## src/rtl/form_urlencoded_decoder_macros.svh

```systemverilog
// Assertion macros used by the form-urlencoded decoder result buffer (fud_emit).
`ifndef FORM_URLENCODED_DECODER_MACROS_SVH
`define FORM_URLENCODED_DECODER_MACROS_SVH

// Same-cycle implication, disabled while in reset.
`define FUD_ASSERT_NOW(label, clk, rst_n, ante, cons) \
  label: assert property (@(posedge clk) disable iff (!rst_n) (ante) |-> (cons)) \
    else $error("form decoder check failed");

// Next-cycle implication, disabled while in reset.
`define FUD_ASSERT_NEXT(label, clk, rst_n, ante, cons) \
  label: assert property (@(posedge clk) disable iff (!rst_n) (ante) |=> (cons)) \
    else $error("form decoder check failed");

`endif

```

## src/rtl/fud_pkg.sv

```systemverilog
// Package with constants, types and helpers for the form-urlencoded decoder.
`timescale 1ns / 1ps
`default_nettype none
package fud_pkg;

  localparam int MAX_ITEMS = 4;
  localparam int CNT_W     = $clog2(MAX_ITEMS + 1);
  localparam int IDX_W     = $clog2(MAX_ITEMS);

  localparam logic [7:0] CH_AMP   = 8'h26;
  localparam logic [7:0] CH_EQ    = 8'h3D;
  localparam logic [7:0] CH_PCT   = 8'h25;
  localparam logic [7:0] CH_PLUS  = 8'h2B;
  localparam logic [7:0] CH_SPACE = 8'h20;

  localparam logic [1:0] KIND_KEY      = 2'd0;
  localparam logic [1:0] KIND_VALUE    = 2'd1;
  localparam logic [1:0] KIND_PAIR_END = 2'd2;

  localparam logic [1:0] ESC_NONE = 2'd0;
  localparam logic [1:0] ESC_PCT  = 2'd1;
  localparam logic [1:0] ESC_HEX  = 2'd2;

  typedef struct packed {
    logic [1:0] kind;
    logic [7:0] data;
    logic       last;
  } fud_item_t;

  typedef struct packed {
    fud_item_t [MAX_ITEMS-1:0] items;
    logic [CNT_W-1:0]          cnt;
  } fud_bundle_t;

  function automatic logic fud_hex_ok(input logic [7:0] c);
    fud_hex_ok = (c >= 8'h30 && c <= 8'h39) || (c >= 8'h61 && c <= 8'h66) ||
                 (c >= 8'h41 && c <= 8'h46);
  endfunction

  function automatic logic [3:0] fud_hex_val(input logic [7:0] c);
    if (c >= 8'h30 && c <= 8'h39) begin
      fud_hex_val = c[3:0];
    end else if ((c >= 8'h61 && c <= 8'h66) || (c >= 8'h41 && c <= 8'h46)) begin
      fud_hex_val = c[3:0] + 4'd9;
    end else begin
      fud_hex_val = 4'd0;
    end
  endfunction

  function automatic fud_item_t fud_mk(input logic [1:0] kind, input logic [7:0] data,
                                       input logic last);
    fud_item_t w;
    w.kind = kind;
    w.data = data;
    w.last = last;
    return w;
  endfunction

endpackage
`default_nettype wire

```

## src/rtl/fud_if.sv

```systemverilog
// Valid/ready channel interfaces for the form-urlencoded decoder.
`timescale 1ns / 1ps
`default_nettype none
interface fud_in_if;
  logic       valid;
  logic       ready;
  logic [7:0] in_byte;
  logic       end_of_body;
  modport source (output valid, output in_byte, output end_of_body, input ready);
  modport sink   (input valid, input in_byte, input end_of_body, output ready);
endinterface

interface fud_out_if;
  logic       valid;
  logic       ready;
  logic [1:0] kind;
  logic [7:0] out_byte;
  logic       last;
  modport source (output valid, output kind, output out_byte, output last, input ready);
  modport sink   (input valid, input kind, input out_byte, input last, output ready);
endinterface
`default_nettype wire

```

## src/rtl/form_urlencoded_decoder.sv

```systemverilog
// Top level of the streaming form-urlencoded body decoder.
//
//   channel  port    direction  word
//   input    in_ch   sink       in_byte[8], end_of_body[1]
//   result   out_ch  source     kind[2], out_byte[8], last[1]
//
// One byte enters the input register per cycle while the buffer can load; decode
// runs between it and the result buffer. A byte gives zero to four words, sent one
// per cycle from the output register unless out_ch stalls; a byte waits in the
// input register until the buffer is empty or its last word is leaving. Words go
// from buffer to output register; output stalls back up through it to in_ch.ready.
// Reset is synchronous, active low; parse state returns to key part, no escape.
`timescale 1ns / 1ps
`default_nettype none
module form_urlencoded_decoder
  import fud_pkg::*;
(
  input  wire logic  clk,
  input  wire logic  rst_n,
  fud_in_if.sink     in_ch,
  fud_out_if.source  out_ch
);

  logic        inv_r;
  logic [7:0]  byte_r;
  logic        eob_r;
  logic        take;
  logic        can_load;
  fud_bundle_t bundle;

  assign take        = inv_r && can_load;
  assign in_ch.ready = !inv_r || take;

  always_ff @(posedge clk) begin
    if (!rst_n) begin
      inv_r <= 1'b0;
    end else if (in_ch.ready) begin
      inv_r <= in_ch.valid;
    end
  end

  always_ff @(posedge clk) begin
    if (in_ch.ready && in_ch.valid) begin
      byte_r <= in_ch.in_byte;
      eob_r  <= in_ch.end_of_body;
    end
  end

  fud_decode u_decode (
    .clk    (clk),
    .rst_n  (rst_n),
    .take   (take),
    .c      (byte_r),
    .eob    (eob_r),
    .bundle (bundle)
  );

  fud_emit u_emit (
    .clk      (clk),
    .rst_n    (rst_n),
    .load     (take),
    .bundle   (bundle),
    .can_load (can_load),
    .out_ch   (out_ch)
  );

endmodule
`default_nettype wire

```

## src/rtl/fud_decode.sv

```systemverilog
// Per-byte decode: split, escape and plus handling with parse state.
`timescale 1ns / 1ps
`default_nettype none
module fud_decode
  import fud_pkg::*;
(
  input  wire logic        clk,
  input  wire logic        rst_n,
  input  wire logic        take,
  input  wire logic [7:0]  c,
  input  wire logic        eob,
  output fud_bundle_t      bundle
);

  logic       vp_r, vp_nxt;
  logic [1:0] es_r, es_nxt;
  logic [7:0] held_r, held_nxt;

  logic       vp_w;
  logic [1:0] es_w;
  logic [7:0] held_w;
  logic [CNT_W-1:0] n;
  logic       bad;
  logic       hex;
  logic [1:0] dk;

  always_comb begin
    bundle = '0;
    n      = '0;
    vp_w   = vp_r;
    es_w   = es_r;
    held_w = held_r;
    bad    = 1'b0;
    hex    = fud_hex_ok(c);
    dk     = vp_r ? KIND_VALUE : KIND_KEY;
    if (c == CH_AMP) begin
      if (es_w == ESC_PCT || es_w == ESC_HEX) begin
        bundle.items[n[IDX_W-1:0]] = fud_mk(dk, CH_PCT, 1'b0);
        n = n + 1'b1;
      end
      if (es_w == ESC_HEX) begin
        bundle.items[n[IDX_W-1:0]] = fud_mk(dk, held_w, 1'b0);
        n = n + 1'b1;
      end
      es_w = ESC_NONE;
      held_w = '0;
      bundle.items[n[IDX_W-1:0]] = fud_mk(KIND_PAIR_END, 8'h00, eob);
      n = n + 1'b1;
      vp_w = 1'b0;
    end else begin
      if (c == CH_EQ && !vp_r) begin
        if (es_w == ESC_PCT || es_w == ESC_HEX) begin
          bundle.items[n[IDX_W-1:0]] = fud_mk(dk, CH_PCT, 1'b0);
          n = n + 1'b1;
        end
        if (es_w == ESC_HEX) begin
          bundle.items[n[IDX_W-1:0]] = fud_mk(dk, held_w, 1'b0);
          n = n + 1'b1;
        end
        es_w = ESC_NONE;
        held_w = '0;
        vp_w = 1'b1;
      end else begin
        case (es_r)
          ESC_PCT: begin
            if (hex) begin
              held_w = c;
              es_w = ESC_HEX;
            end else begin
              bundle.items[n[IDX_W-1:0]] = fud_mk(dk, CH_PCT, 1'b0);
              n = n + 1'b1;
              es_w = ESC_NONE;
              held_w = '0;
              bad = 1'b1;
            end
          end
          ESC_HEX: begin
            if (hex) begin
              bundle.items[n[IDX_W-1:0]] =
                fud_mk(dk, {fud_hex_val(held_r), fud_hex_val(c)}, 1'b0);
              n = n + 1'b1;
            end else begin
              bundle.items[n[IDX_W-1:0]] = fud_mk(dk, CH_PCT, 1'b0);
              n = n + 1'b1;
              bundle.items[n[IDX_W-1:0]] = fud_mk(dk, held_r, 1'b0);
              n = n + 1'b1;
              bad = 1'b1;
            end
            es_w = ESC_NONE;
            held_w = '0;
          end
          default: begin
            es_w = ESC_NONE;
            bad = 1'b1;
          end
        endcase
        if (bad) begin
          if (c == CH_PLUS) begin
            bundle.items[n[IDX_W-1:0]] = fud_mk(dk, CH_SPACE, 1'b0);
            n = n + 1'b1;
          end else if (c == CH_PCT) begin
            es_w = ESC_PCT;
          end else begin
            bundle.items[n[IDX_W-1:0]] = fud_mk(dk, c, 1'b0);
            n = n + 1'b1;
          end
        end
      end
      if (eob) begin
        if (es_w == ESC_PCT || es_w == ESC_HEX) begin
          bundle.items[n[IDX_W-1:0]] = fud_mk(vp_w ? KIND_VALUE : KIND_KEY, CH_PCT, 1'b0);
          n = n + 1'b1;
        end
        if (es_w == ESC_HEX) begin
          bundle.items[n[IDX_W-1:0]] = fud_mk(vp_w ? KIND_VALUE : KIND_KEY, held_w, 1'b0);
          n = n + 1'b1;
        end
        bundle.items[n[IDX_W-1:0]] = fud_mk(KIND_PAIR_END, 8'h00, 1'b1);
        n = n + 1'b1;
      end
    end
    bundle.cnt = n;
    if (eob) begin
      vp_nxt   = 1'b0;
      es_nxt   = ESC_NONE;
      held_nxt = '0;
    end else begin
      vp_nxt   = vp_w;
      es_nxt   = es_w;
      held_nxt = held_w;
    end
  end

  always_ff @(posedge clk) begin
    if (!rst_n) begin
      vp_r   <= 1'b0;
      es_r   <= ESC_NONE;
      held_r <= '0;
    end else if (take) begin
      vp_r   <= vp_nxt;
      es_r   <= es_nxt;
      held_r <= held_nxt;
    end
  end

endmodule
`default_nettype wire

```

## src/rtl/fud_emit.sv

```systemverilog
// Result buffer that serializes up to four words per byte into an output register.
`timescale 1ns / 1ps
`default_nettype none
`include "form_urlencoded_decoder_macros.svh"
module fud_emit
  import fud_pkg::*;
(
  input  wire logic       clk,
  input  wire logic       rst_n,
  input  wire logic       load,
  input  wire fud_bundle_t bundle,
  output logic            can_load,
  fud_out_if.source       out_ch
);

  fud_item_t [MAX_ITEMS-1:0] items_r;
  logic [CNT_W-1:0] rem_r;
  logic [IDX_W-1:0] hd_r;
  logic             outv_r;
  fud_item_t        out_r;
  logic             out_load;
  logic             have;
  logic             pop;

  assign out_load = !outv_r || out_ch.ready;
  assign have     = (rem_r != '0);
  assign pop      = have && out_load;
  assign can_load = (rem_r == '0) || ((rem_r == CNT_W'(1)) && out_load);

  always_ff @(posedge clk) begin
    if (!rst_n) begin
      rem_r  <= '0;
      hd_r   <= '0;
      outv_r <= 1'b0;
    end else begin
      if (load) begin
        rem_r <= bundle.cnt;
        hd_r  <= '0;
      end else if (pop) begin
        rem_r <= rem_r - 1'b1;
        hd_r  <= hd_r + 1'b1;
      end
      if (out_load) begin
        outv_r <= have;
      end
    end
  end

  always_ff @(posedge clk) begin
    if (load) begin
      items_r <= bundle.items;
    end
    if (pop) begin
      out_r <= items_r[hd_r];
    end
  end

  assign out_ch.valid    = outv_r;
  assign out_ch.kind     = out_r.kind;
  assign out_ch.out_byte = out_r.data;
  assign out_ch.last     = out_r.last;

  `FUD_ASSERT_NOW(a_rem_bound, clk, rst_n, 1'b1, rem_r <= CNT_W'(MAX_ITEMS))
  `FUD_ASSERT_NOW(a_head_bound, clk, rst_n, 1'b1, ({1'b0, hd_r} + rem_r) <= CNT_W'(MAX_ITEMS))
  `FUD_ASSERT_NOW(a_load_room, clk, rst_n, load, can_load)
  `FUD_ASSERT_NEXT(a_pop_shows, clk, rst_n, pop, outv_r)

endmodule
`default_nettype wire

```

## src/flat_wrapper.sv

```systemverilog
// flat-port wrapper written by rule: the top's interface ports become plain ports
module form_urlencoded_decoder_flat import fud_pkg::*;
  (clk, rst_n, in_ch_valid, in_ch_in_byte, in_ch_end_of_body, in_ch_ready, out_ch_valid, out_ch_kind, out_ch_out_byte, out_ch_last, out_ch_ready);
  fud_in_if in_ch_i ();
  fud_out_if out_ch_i ();
  input  wire logic clk;
  input  wire logic rst_n;
  input wire logic [$bits(in_ch_i.valid)-1:0] in_ch_valid;
  input wire logic [$bits(in_ch_i.in_byte)-1:0] in_ch_in_byte;
  input wire logic [$bits(in_ch_i.end_of_body)-1:0] in_ch_end_of_body;
  output wire logic [$bits(in_ch_i.ready)-1:0] in_ch_ready;
  output wire logic [$bits(out_ch_i.valid)-1:0] out_ch_valid;
  output wire logic [$bits(out_ch_i.kind)-1:0] out_ch_kind;
  output wire logic [$bits(out_ch_i.out_byte)-1:0] out_ch_out_byte;
  output wire logic [$bits(out_ch_i.last)-1:0] out_ch_last;
  input wire logic [$bits(out_ch_i.ready)-1:0] out_ch_ready;
  assign in_ch_i.valid = in_ch_valid;
  assign in_ch_i.in_byte = in_ch_in_byte;
  assign in_ch_i.end_of_body = in_ch_end_of_body;
  assign in_ch_ready = in_ch_i.ready;
  assign out_ch_valid = out_ch_i.valid;
  assign out_ch_kind = out_ch_i.kind;
  assign out_ch_out_byte = out_ch_i.out_byte;
  assign out_ch_last = out_ch_i.last;
  assign out_ch_i.ready = out_ch_ready;
  form_urlencoded_decoder u_core (.clk(clk), .rst_n(rst_n), .in_ch(in_ch_i), .out_ch(out_ch_i));
endmodule
```

## config.mk

```make
export PLATFORM = sky130hd
export DESIGN_NAME = form_urlencoded_decoder_flat
export DESIGN_NICKNAME = d
export VERILOG_FILES = /design/src/rtl/fud_pkg.sv /design/src/rtl/fud_if.sv /design/src/rtl/form_urlencoded_decoder.sv /design/src/rtl/fud_decode.sv /design/src/rtl/fud_emit.sv /design/src/flat_wrapper.sv
export VERILOG_INCLUDE_DIRS = /design/src /design/src/rtl
export SDC_FILE = /design/constraint.sdc
export NUM_CORES = 1
export LEC_CHECK = 0
export BUFFER_PORTS_ARGS = -buffer_cell sky130_fd_sc_hd__buf_4
export CORE_MARGIN = 2
export CORE_UTILIZATION = 45
export DETAILED_ROUTE_END_ITERATION = 16
export PLACE_DENSITY = 0.62
export SYNTH_ARGS = -nofsm -noshare
export SYNTH_HDL_FRONTEND = slang
export SYNTH_SLANG_ARGS = --single-unit
```

## constraint.sdc

```tcl
create_clock -name clk -period 6.7 [get_ports clk]
set_input_delay 1.34 -clock clk [delete_from_list [all_inputs] [get_ports clk]]
set_output_delay 1.34 -clock clk [all_outputs]
set_load 0.005 [all_outputs]
```

======== After elaboration in Yosys (flattened, before gate mapping) ========
Index checks and enable logic that the tools add are counted.
cells by class
  muxes and demuxes ....................... 108
  equal/unequal tests ..................... 9
  reductions and logical operators ........ 35
  order comparisons ....................... 27
  bitwise operators ....................... 4
  $add $sub $neg .......................... 11
operators with widths
  cell                   number
  $mux W44               16
  $bwmux W44             7
  $mux W11               16
  $demux W11 S2          7
  $mux W3                23
  $mux W8                5
  $and A36 B36 Y36       1
  $not A36 Y36           1
  $eq A8 B6 Y1 const B   4
  $ge A8 B7 Y1 const B   4
  $le A8 B7 Y1 const B   4
  $mux W10               3
  $lt A2 B3 Y1 const B   8
  $bmux W11 S2           1
  $add A3 B1 Y3 const B  7
  $mux W2                10
  $pmux W10 S2           1
  $logic_and A1 B1 Y1    18
  $ge A8 B6 Y1 const B   2
  $le A8 B6 Y1 const B   2
  $mux W4                4
  $pmux W8 S2            1
  $ge A2 B1 Y1 const B   7
  $mux W1                12
  16 further kinds       30
word-level totals
  input port bits ......................... 13
  register bits after elaboration ......... 82
  word-level logic and storage cells ...... 218
  output and inout port bits .............. 13

======== Logic depth before layout (Yosys ltp) ========
Gate-level depths: netlist of the first run.
  word-level depth ........................ 30
  depth in mapped cells ................... 24

======== By module ========
Synthesis of the first run repeated with hierarchy kept, for this count alone.
unflattened totals
  cells, all modules ...................... 554
  area total of the unflattened synthesis .. 5536.6 µm²
modules (own cells, without submodules)
  module                   cells an instance  area an instance (µm²)  times used
  fud_decode               429                2930.3                  1
  fud_emit                 110                2270.9                  1
  form_urlencoded_decoder  15                 335.3                   1

======== Least setup slack after synthesis of the first run ========
Ideal clock, no wire load.
  kind .................................... register -> register
  from .................................... reg u_core.byte_r[1]
  to ...................................... reg u_core.u_emit.rem_r[2]
  required time ........................... 6.630 ns
  cell stages (with the launch flop) ...... 24
  data arrival time ....................... 4.949 ns
  path slack .............................. 1.681 ns
  library setup time ...................... 0.070 ns
  period minus slack after synthesis ...... 5.019 ns
  cells stage by stage .................... edfxtp_1 clkbuf_1 inv_1 ha_1 buf_2 or3b_1 a31oi_1 nand2_1 and2_1 ha_1 o31ai_2 ha_1 nor2_1 a21oi_1 ha_1 nand2_1 o21ai_1 ha_1 buf_1 xnor3_1 nand2b_1 a211o_1 a31o_1 a21boi_1
between the ends
  cells in the longest elaborated chain, start to end .. 26
  elaborated cells between the ends (all ways) .. 53
RTL lines
  element                                     line                                  RTL
  from (decl)                                 form_urlencoded_decoder.sv:25         logic [7:0] byte_r;
  from (signal assigned)                      form_urlencoded_decoder.sv:44         byte_r <= in_ch.in_byte;
  $ge A8 B6 Y1, or another cell as far along  fud_pkg.sv:36                         fud_hex_ok = (c >= 8'h30 && c <= 8'h39) || (c >= 8'h61 && c <= 8'h66) ||
  $logic_and A1 B1 Y1                         fud_pkg.sv:36
  $logic_or A1 B1 Y1 (2 in series)            fud_pkg.sv:36
  $mux W2 or $mux W1 (tied branches)          fud_decode.sv:78, fud_decode.sv:66
  $pmux W2 S2                                 fud_decode.sv:64                      case (es_r)
  $mux W3                                     fud_decode.sv:51                      if (c == CH_EQ && !vp_r) begin
  $mux W3                                     fud_decode.sv:36                      if (c == CH_AMP) begin
  $add A3 B1 Y3                               fud_decode.sv:100, fud_decode.sv:105
  (+9 left out)                               --
  $add A3 B1 Y3                               fud_decode.sv:116                     n = n + 1'b1;
  $mux W3                                     fud_decode.sv:114                     if (es_w == ESC_HEX) begin
  $mux W3                                     fud_decode.sv:109                     if (eob) begin
  $mux W3                                     fud_decode.sv:36
  $add A3 B1 Y3                               fud_decode.sv:119                     n = n + 1'b1;
  $mux W3                                     fud_decode.sv:109
  $mux W3 (*)                                 fud_decode.sv:36
  $mux W3 (*)                                 fud_emit.sv:36                        if (load) begin
  to (signal assigned)                        fud_emit.sv:37                        rem_r <= bundle.cnt;
  to (signal assigned)                        fud_emit.sv:40                        rem_r <= rem_r - 1'b1;
  to (decl)                                   fud_emit.sv:17                        logic [CNT_W-1:0] rem_r;
Mark *: on every way between the ends. The rest lies on a longest branch, timed or not. The select of a mux whose other input is x is not followed.
A chain may end at the register's enable or synchronous reset.

======== Worst setup path after layout of the first run ========
Ends and elaborated chain as after synthesis.

==> results of run 1 <==
[critical path: stages, from the launching register on]
cell	delay (ps)
edfxtp_1	550
inv_1	170
ha_1	400
nand4b_1	210
a31oi_1	380
o21ai_0	240
and2_1	240
ha_1	290
o31ai_2	360
ha_1	300
nor2_1	90
a21oi_1	100
ha_1	320
nand2_1	60
o21ai_1	130
ha_1	390
xnor3_1	450
nand2b_1	170
a211o_1	310
a31o_1	200
a21boi_1	130
[sequential cells by signal, summed over array words and instances, names as in the netlist, 2 cells and up]
register / count
u_core.u_emit.rem_r: 3
u_core.u_emit.out_ch.kind: 2
u_core.byte_r: 8
u_core.u_decode.held_r: 8
u_core.u_emit.items_r: 44
u_core.u_emit.out_ch.out_byte: 8
u_core.u_decode.es_r: 2
u_core.u_emit.hd_r: 2
[power by group]
part | switching (µW) | leakage, µW | internal, µW
combinational | 192 | 0.00133 | 175
clock | 213 | 0.000146 | 283
sequential | 86.0 | 0.000759 | 698
[cell usage after synthesis, drive strengths merged (11+ instances only)]
cell    instances
a21oi          26
and2           14
and3           12
mux4           11
a31oi          15
o21ai          37
clkbuf         23
nand2          48
inv            27
nor3           11
a22o           12
edfxtp         64
dfxtp          18
nor2           29
buf            19
nand3          24
ha             31
[cell type report]
cell class,count,area (µm²)
clock inverter,3,22.5
tap,168,210
fill,1147,5900
inverter,27,101
multi-input combinational,410,3070
clock buffer,13,270
timing repair buffer,34,255
sequential,82,2280
[cells in the final DEF (no fill, tap or decap), types with 11 or more instances in the layout]
cell type	instances
and3_1	12
buf_4	34
mux4_2	11
nor2_1	29
ha_1	31
dfxtp_1	18
and2_1	14
a21oi_1	24
a31oi_1	15
o21ai_0	32
inv_1	24
nand2_1	48
a22o_1	12
edfxtp_1	64
nand3_1	22
[cells by family after synthesis]
logic type	after synthesis	synth area share
adders and majority gates	31	0.0686
AOI/OAI and AO/OA	176	0.229
buffers and inverters	69	0.0527
and+or+nand+nor	180	0.180
DFF	82	0.404
xor gates and xnor gates	9	0.0164
muxes	14	0.0498
[worst paths after layout]
check,depth (start not counted),endpoint,start
setup / recovery,20,u_core.u_emit.rem_r[2],u_core.byte_r[1]
hold / removal,1,u_core.u_decode.es_r[1],u_core.u_decode.es_r[1]
setup reg to reg,20,u_core.u_emit.rem_r[2],u_core.byte_r[1]
hold reg to reg,1,u_core.u_decode.es_r[1],u_core.u_decode.es_r[1]
[per-layer routing]
metal | up-vias | wire [µm] | global-route usage
met4 | 0 | 559 | 0.127
met1 | 2303 | 7490 | 0.387
li1 | 2160 | - | -
met5 | - | 0 | 0
met2 | 243 | 7520 | 0.398
met3 | 41 | 1460 | 0.0377
[per-stage QoR]
stage | utilization | power, µW
after floorplan | - | 1010
after global placement | 0.489 | 1160
after detailed placement | 0.489 | 1170
after CTS | 0.513 | 1660
after global routing | 0.513 | 1740
final | 0.513 | 1650
==> flow_summary.json, run 1 <==
{
  "outcome": "complete, no violations",
  "ys.flop_type": "edfxtp_1",
  "cts_buffers": 9,
  "wirelength_mm": 17.0,
  "dpl.hpwl_mm": 12.4,
  "setup_viol": 0,
  "wire_per_inst_um": 23.1,
  "min_period_over_period": 0.829,
  "synth.yosys.warnings": 0,
  "nets": 608,
  "ant_nets": 0,
  "clock_path_buffers": 2,
  "vdd_drop_max_mv": 0.146,
  "antenna_cells": 0,
  "syn2layout_area_growth_pct": 10.0,
  "clock_sinks": 82,
  "synth_top_area_cell": "edfxtp_1",
  "cp-start-kind": "flop",
  "gp_congestion": 0.997,
  "start_util": 0.467,
  "synth_area_mm2": 0.00565,
  "critical_path_required_ps": 6980,
  "place_inst": 721,
  "antenna_found_initial": 0,
  "ys_seq_area_frac": 0.404,
  "root_buffer": "clkbuf_16",
  "place_ws_ps": 1230,
  "place_area_mm2": 0.00592,
  "vias": 4747,
  "slew_viol_final": 0,
  "die_x_um": 116,
  "fmaxAchievable_mhz": 180,
  "h-tree-depth": 3,
  "synth_area_leaders": "edfxtp_1, ha_1, dfxtp_1, mux4_2, nand2_1",
  "grt_pass1_vias": 4534,
  "dr.first_iter.drc_count": 528,
  "synth.distinct_cells": 82,
  "post-route-min-period_ps": 5560,
  "finalNonFillerCells": 737,
  "hp-class": "reg -> reg",
  "die_h_um": 116,
  "grt_overflow_total": 0,
  "pin_count": 26,
  "hold_buffers": 0,
  "grt_use_total": 0.268,
  "drc": 0,
  "setup_ws_ps": 1140,
  "rows": 40,
  "worst_pin_slew_ps": 1270,
  "arrival_ps": 5840,
  "grt_max_degree": 54,
  "holdWs_ps": 530,
  "cp_max_fo": 10,
  "clk_pin_slew_ps": 70,
  "clock_skew_ps": 11.5,
  "cap_violations": 0,
  "stdcell_area_mm2": 0.00622,
  "synth_nets": 605,
  "end_kind": "flop",
  "leakage_uw": 0.00224,
  "synth_top_area_share": 0.340,
  "firstDrtPassIters": 5,
  "grt_pass1_wl_mm": 26.5,
  "ys_ff_latch": 82,
  "slew_headroom": 0.155,
  "portBuffers": 25,
  "async_flop_share": 0,
  "synth.avg_cell_area_um2": 10.1,
  "setup_tns_ps": 0,
  "cts_tree": "done",
  "core_area_mm2": 0.0121,
  "clock_latency_ps": 350,
  "path_class": "reg -> reg",
  "rsz0062_at_grt": "no",
  "rrSetupSlack_ps": 1140,
  "power_density_mw_per_mm2": 265,
  "die-area_mm2": 0.0135,
  "ctsResizeCount": 0,
  "synthCells": 561,
  "synth_edf_count": 64,
  "finalHoldViolCount": 0,
  "drive_above_1_share": 0.155,
  "via_per_inst": 6.44,
  "post_cts_buffers": 0
}
Note: power is estimated with default switching activity, not from simulation.
==> inputs of run 2 (changes only) <==
==> constraint.sdc (replaced) <==
create_clock -name clk -period 5.6 [get_ports clk]
set_input_delay 1.12 -clock clk [delete_from_list [all_inputs] [get_ports clk]]
set_output_delay 1.12 -clock clk [all_outputs]
set_load 0.005 [all_outputs]
==> flow_summary.json, run 2 (synthesized netlist as in run 1, its figures left out) <==
{
  "outcome": "complete, no violations",
  "dr.first_iter.drc_count": 577,
  "cap_violations": 0,
  "slew_headroom": 0.112,
  "top_register": "u_core.u_emit.items_r",
  "clock_latency_ps": 340,
  "gp_congestion": 0.981,
  "power_frac_comb": 0.227,
  "antenna_cells": 0,
  "rsz0062_at_grt": "no",
  "syn2layout_area_growth_pct": 12.6,
  "nets": 622,
  "grt_use_total": 0.259,
  "clock_skew_ps": 5.07,
  "grt_pass1_vias": 4520,
  "cell_internal_pwr_uw": 1450,
  "drive_above_1_share": 0.178,
  "via_per_inst": 6.27,
  "portBuffers": 25,
  "fillers": 1137,
  "switching_share": 0.283,
  "die_h_um": 116,
  "grt_pass1_wl_mm": 25.9,
  "clock_sinks": 82,
  "clock_path_buffers": 2,
  "pin_count": 26,
  "post-route-min-period_ps": 5180,
  "grt_overflow_total": 0,
  "hp-class": "reg -> reg",
  "worst_pin_slew_ps": 1330,
  "finalNonFillerCells": 751,
  "end_kind": "flop",
  "vias": 4709,
  "power_density_mw_per_mm2": 319,
  "firstDrtPassIters": 9,
  "start_util": 0.467,
  "die-area_mm2": 0.0135,
  "finalHoldViolCount": 0,
  "leakage_uw": 0.00231,
  "path_class": "reg -> reg",
  "power.total_uw": 2030,
  "drc": 0,
  "arrival_ps": 5450,
  "vdd_drop_max_mv": 0.188,
  "seq_power_share": 0.456,
  "grt_max_degree": 56,
  "wire_per_inst_um": 22.1,
  "cp_max_fo": 9,
  "wirelength_mm": 16.6,
  "largest_register_ff_count": 44,
  "power_switching_uw": 574,
  "clk_pin_slew_ps": 60,
  "rows": 40,
  "fmaxAchievable_mhz": 193,
  "mostFrequentLayoutCell": "edfxtp_1",
  "slew_viol_final": 0,
  "most-common-layout-cells": "edfxtp_1, nand2_1, buf_4",
  "cts_tree": "done",
  "cp-start-kind": "flop",
  "die_x_um": 116,
  "core_area_mm2": 0.0121,
  "power_frac_clock": 0.317,
  "place_inst": 735,
  "dpl.hpwl_mm": 12.3,
  "critical_path_required_ps": 5880,
  "h-tree-depth": 3,
  "setup_viol": 0,
  "root_buffer": "clkbuf_16",
  "antenna_found_initial": 0,
  "ant_nets": 0,
  "setup_tns_ps": 0,
  "min_period_over_period": 0.925,
  "cts_buffers": 9
}
==> run 2: power by group through the flow <==
stage / clock network, µW / logic, µW / registers, µW
floorplan: 0 / 314 / 895
global placement: 0 / 456 / 934
detailed placement: 0 / 462 / 938
CTS: 661 / 465 / 925
global route: 681 / 513 / 943
finish: 643 / 461 / 924
==> run 2: worst paths after layout <==
kind | end | startpoint | slack [ps] | cells after the start
worst max-delay path | u_core.u_emit.rem_r[2] | u_core.byte_r[7] | 420 | 18
worst min-delay path | u_core.u_decode.es_r[0] | u_core.u_decode.es_r[0] | 520 | 2
worst max register to register | u_core.u_emit.rem_r[2] | u_core.byte_r[7] | 420 | 18
worst min register to register | u_core.u_decode.es_r[0] | u_core.u_decode.es_r[0] | 520 | 2
==> run 2: what timing repair did <==
action	CTS	global route
gates resized for setup	0	3
buffers inserted	0	0
hold buffers	0	0
setup endpoints to repair	0	6
hold endpoints to repair	0	0
==> run 2: per-stage QoR <==
step	hold slack (ps)	utilization	setup WS, ps	instance area, µm²
6_report	519	0.525	423	6360
2_1_floorplan	476	-	581	5650
4_1_cts	526	0.524	306	6350
5_1_grt	573	0.525	49.6	6360
3_3_place_gp	504	0.498	513	6030
3_5_place_dp	518	0.498	344	6030
==> run 2: area by class of cell <==
| class | instances | area (µm²) | share of cell area |
|---|---|---|---|
| multi-input cells | 410 | 3090 | 0.485 |
| flip-flops and latches | 82 | 2280 | 0.359 |
| repair buffers | 48 | 360 | 0.0566 |
| clock buffers | 12 | 246 | 0.0387 |
| well taps | 168 | 210 | 0.0330 |
| inverters | 27 | 101 | 0.0159 |
| clock inverters | 4 | 76.3 | 0.0120 |
==> run 2: critical path, stage by stage (launching register included) <==
cell and delay (ps):
edfxtp_1 580, or4b_1 620, nor3_2 200, o21ai_0 190
and2_1 270, ha_1 290, o31ai_2 390, ha_1 310
nor2_1 90, a21oi_1 100, ha_1 340, nand2_1 70
o21ai_1 130, ha_2 310, xnor3_1 410, nand2b_1 160
a211o_1 300, a31o_1 200, a21boi_1 140
==> run 2: layer usage <==
layer / routed length (µm) / up-vias / global-route usage
li1: - / 2199 / -
met1: 7310 / 2226 / 0.362
met2: 7400 / 238 / 0.395
met3: 1190 / 46 / 0.0445
met4: 655 / 0 / 0.118
met5: 0 / - / 0
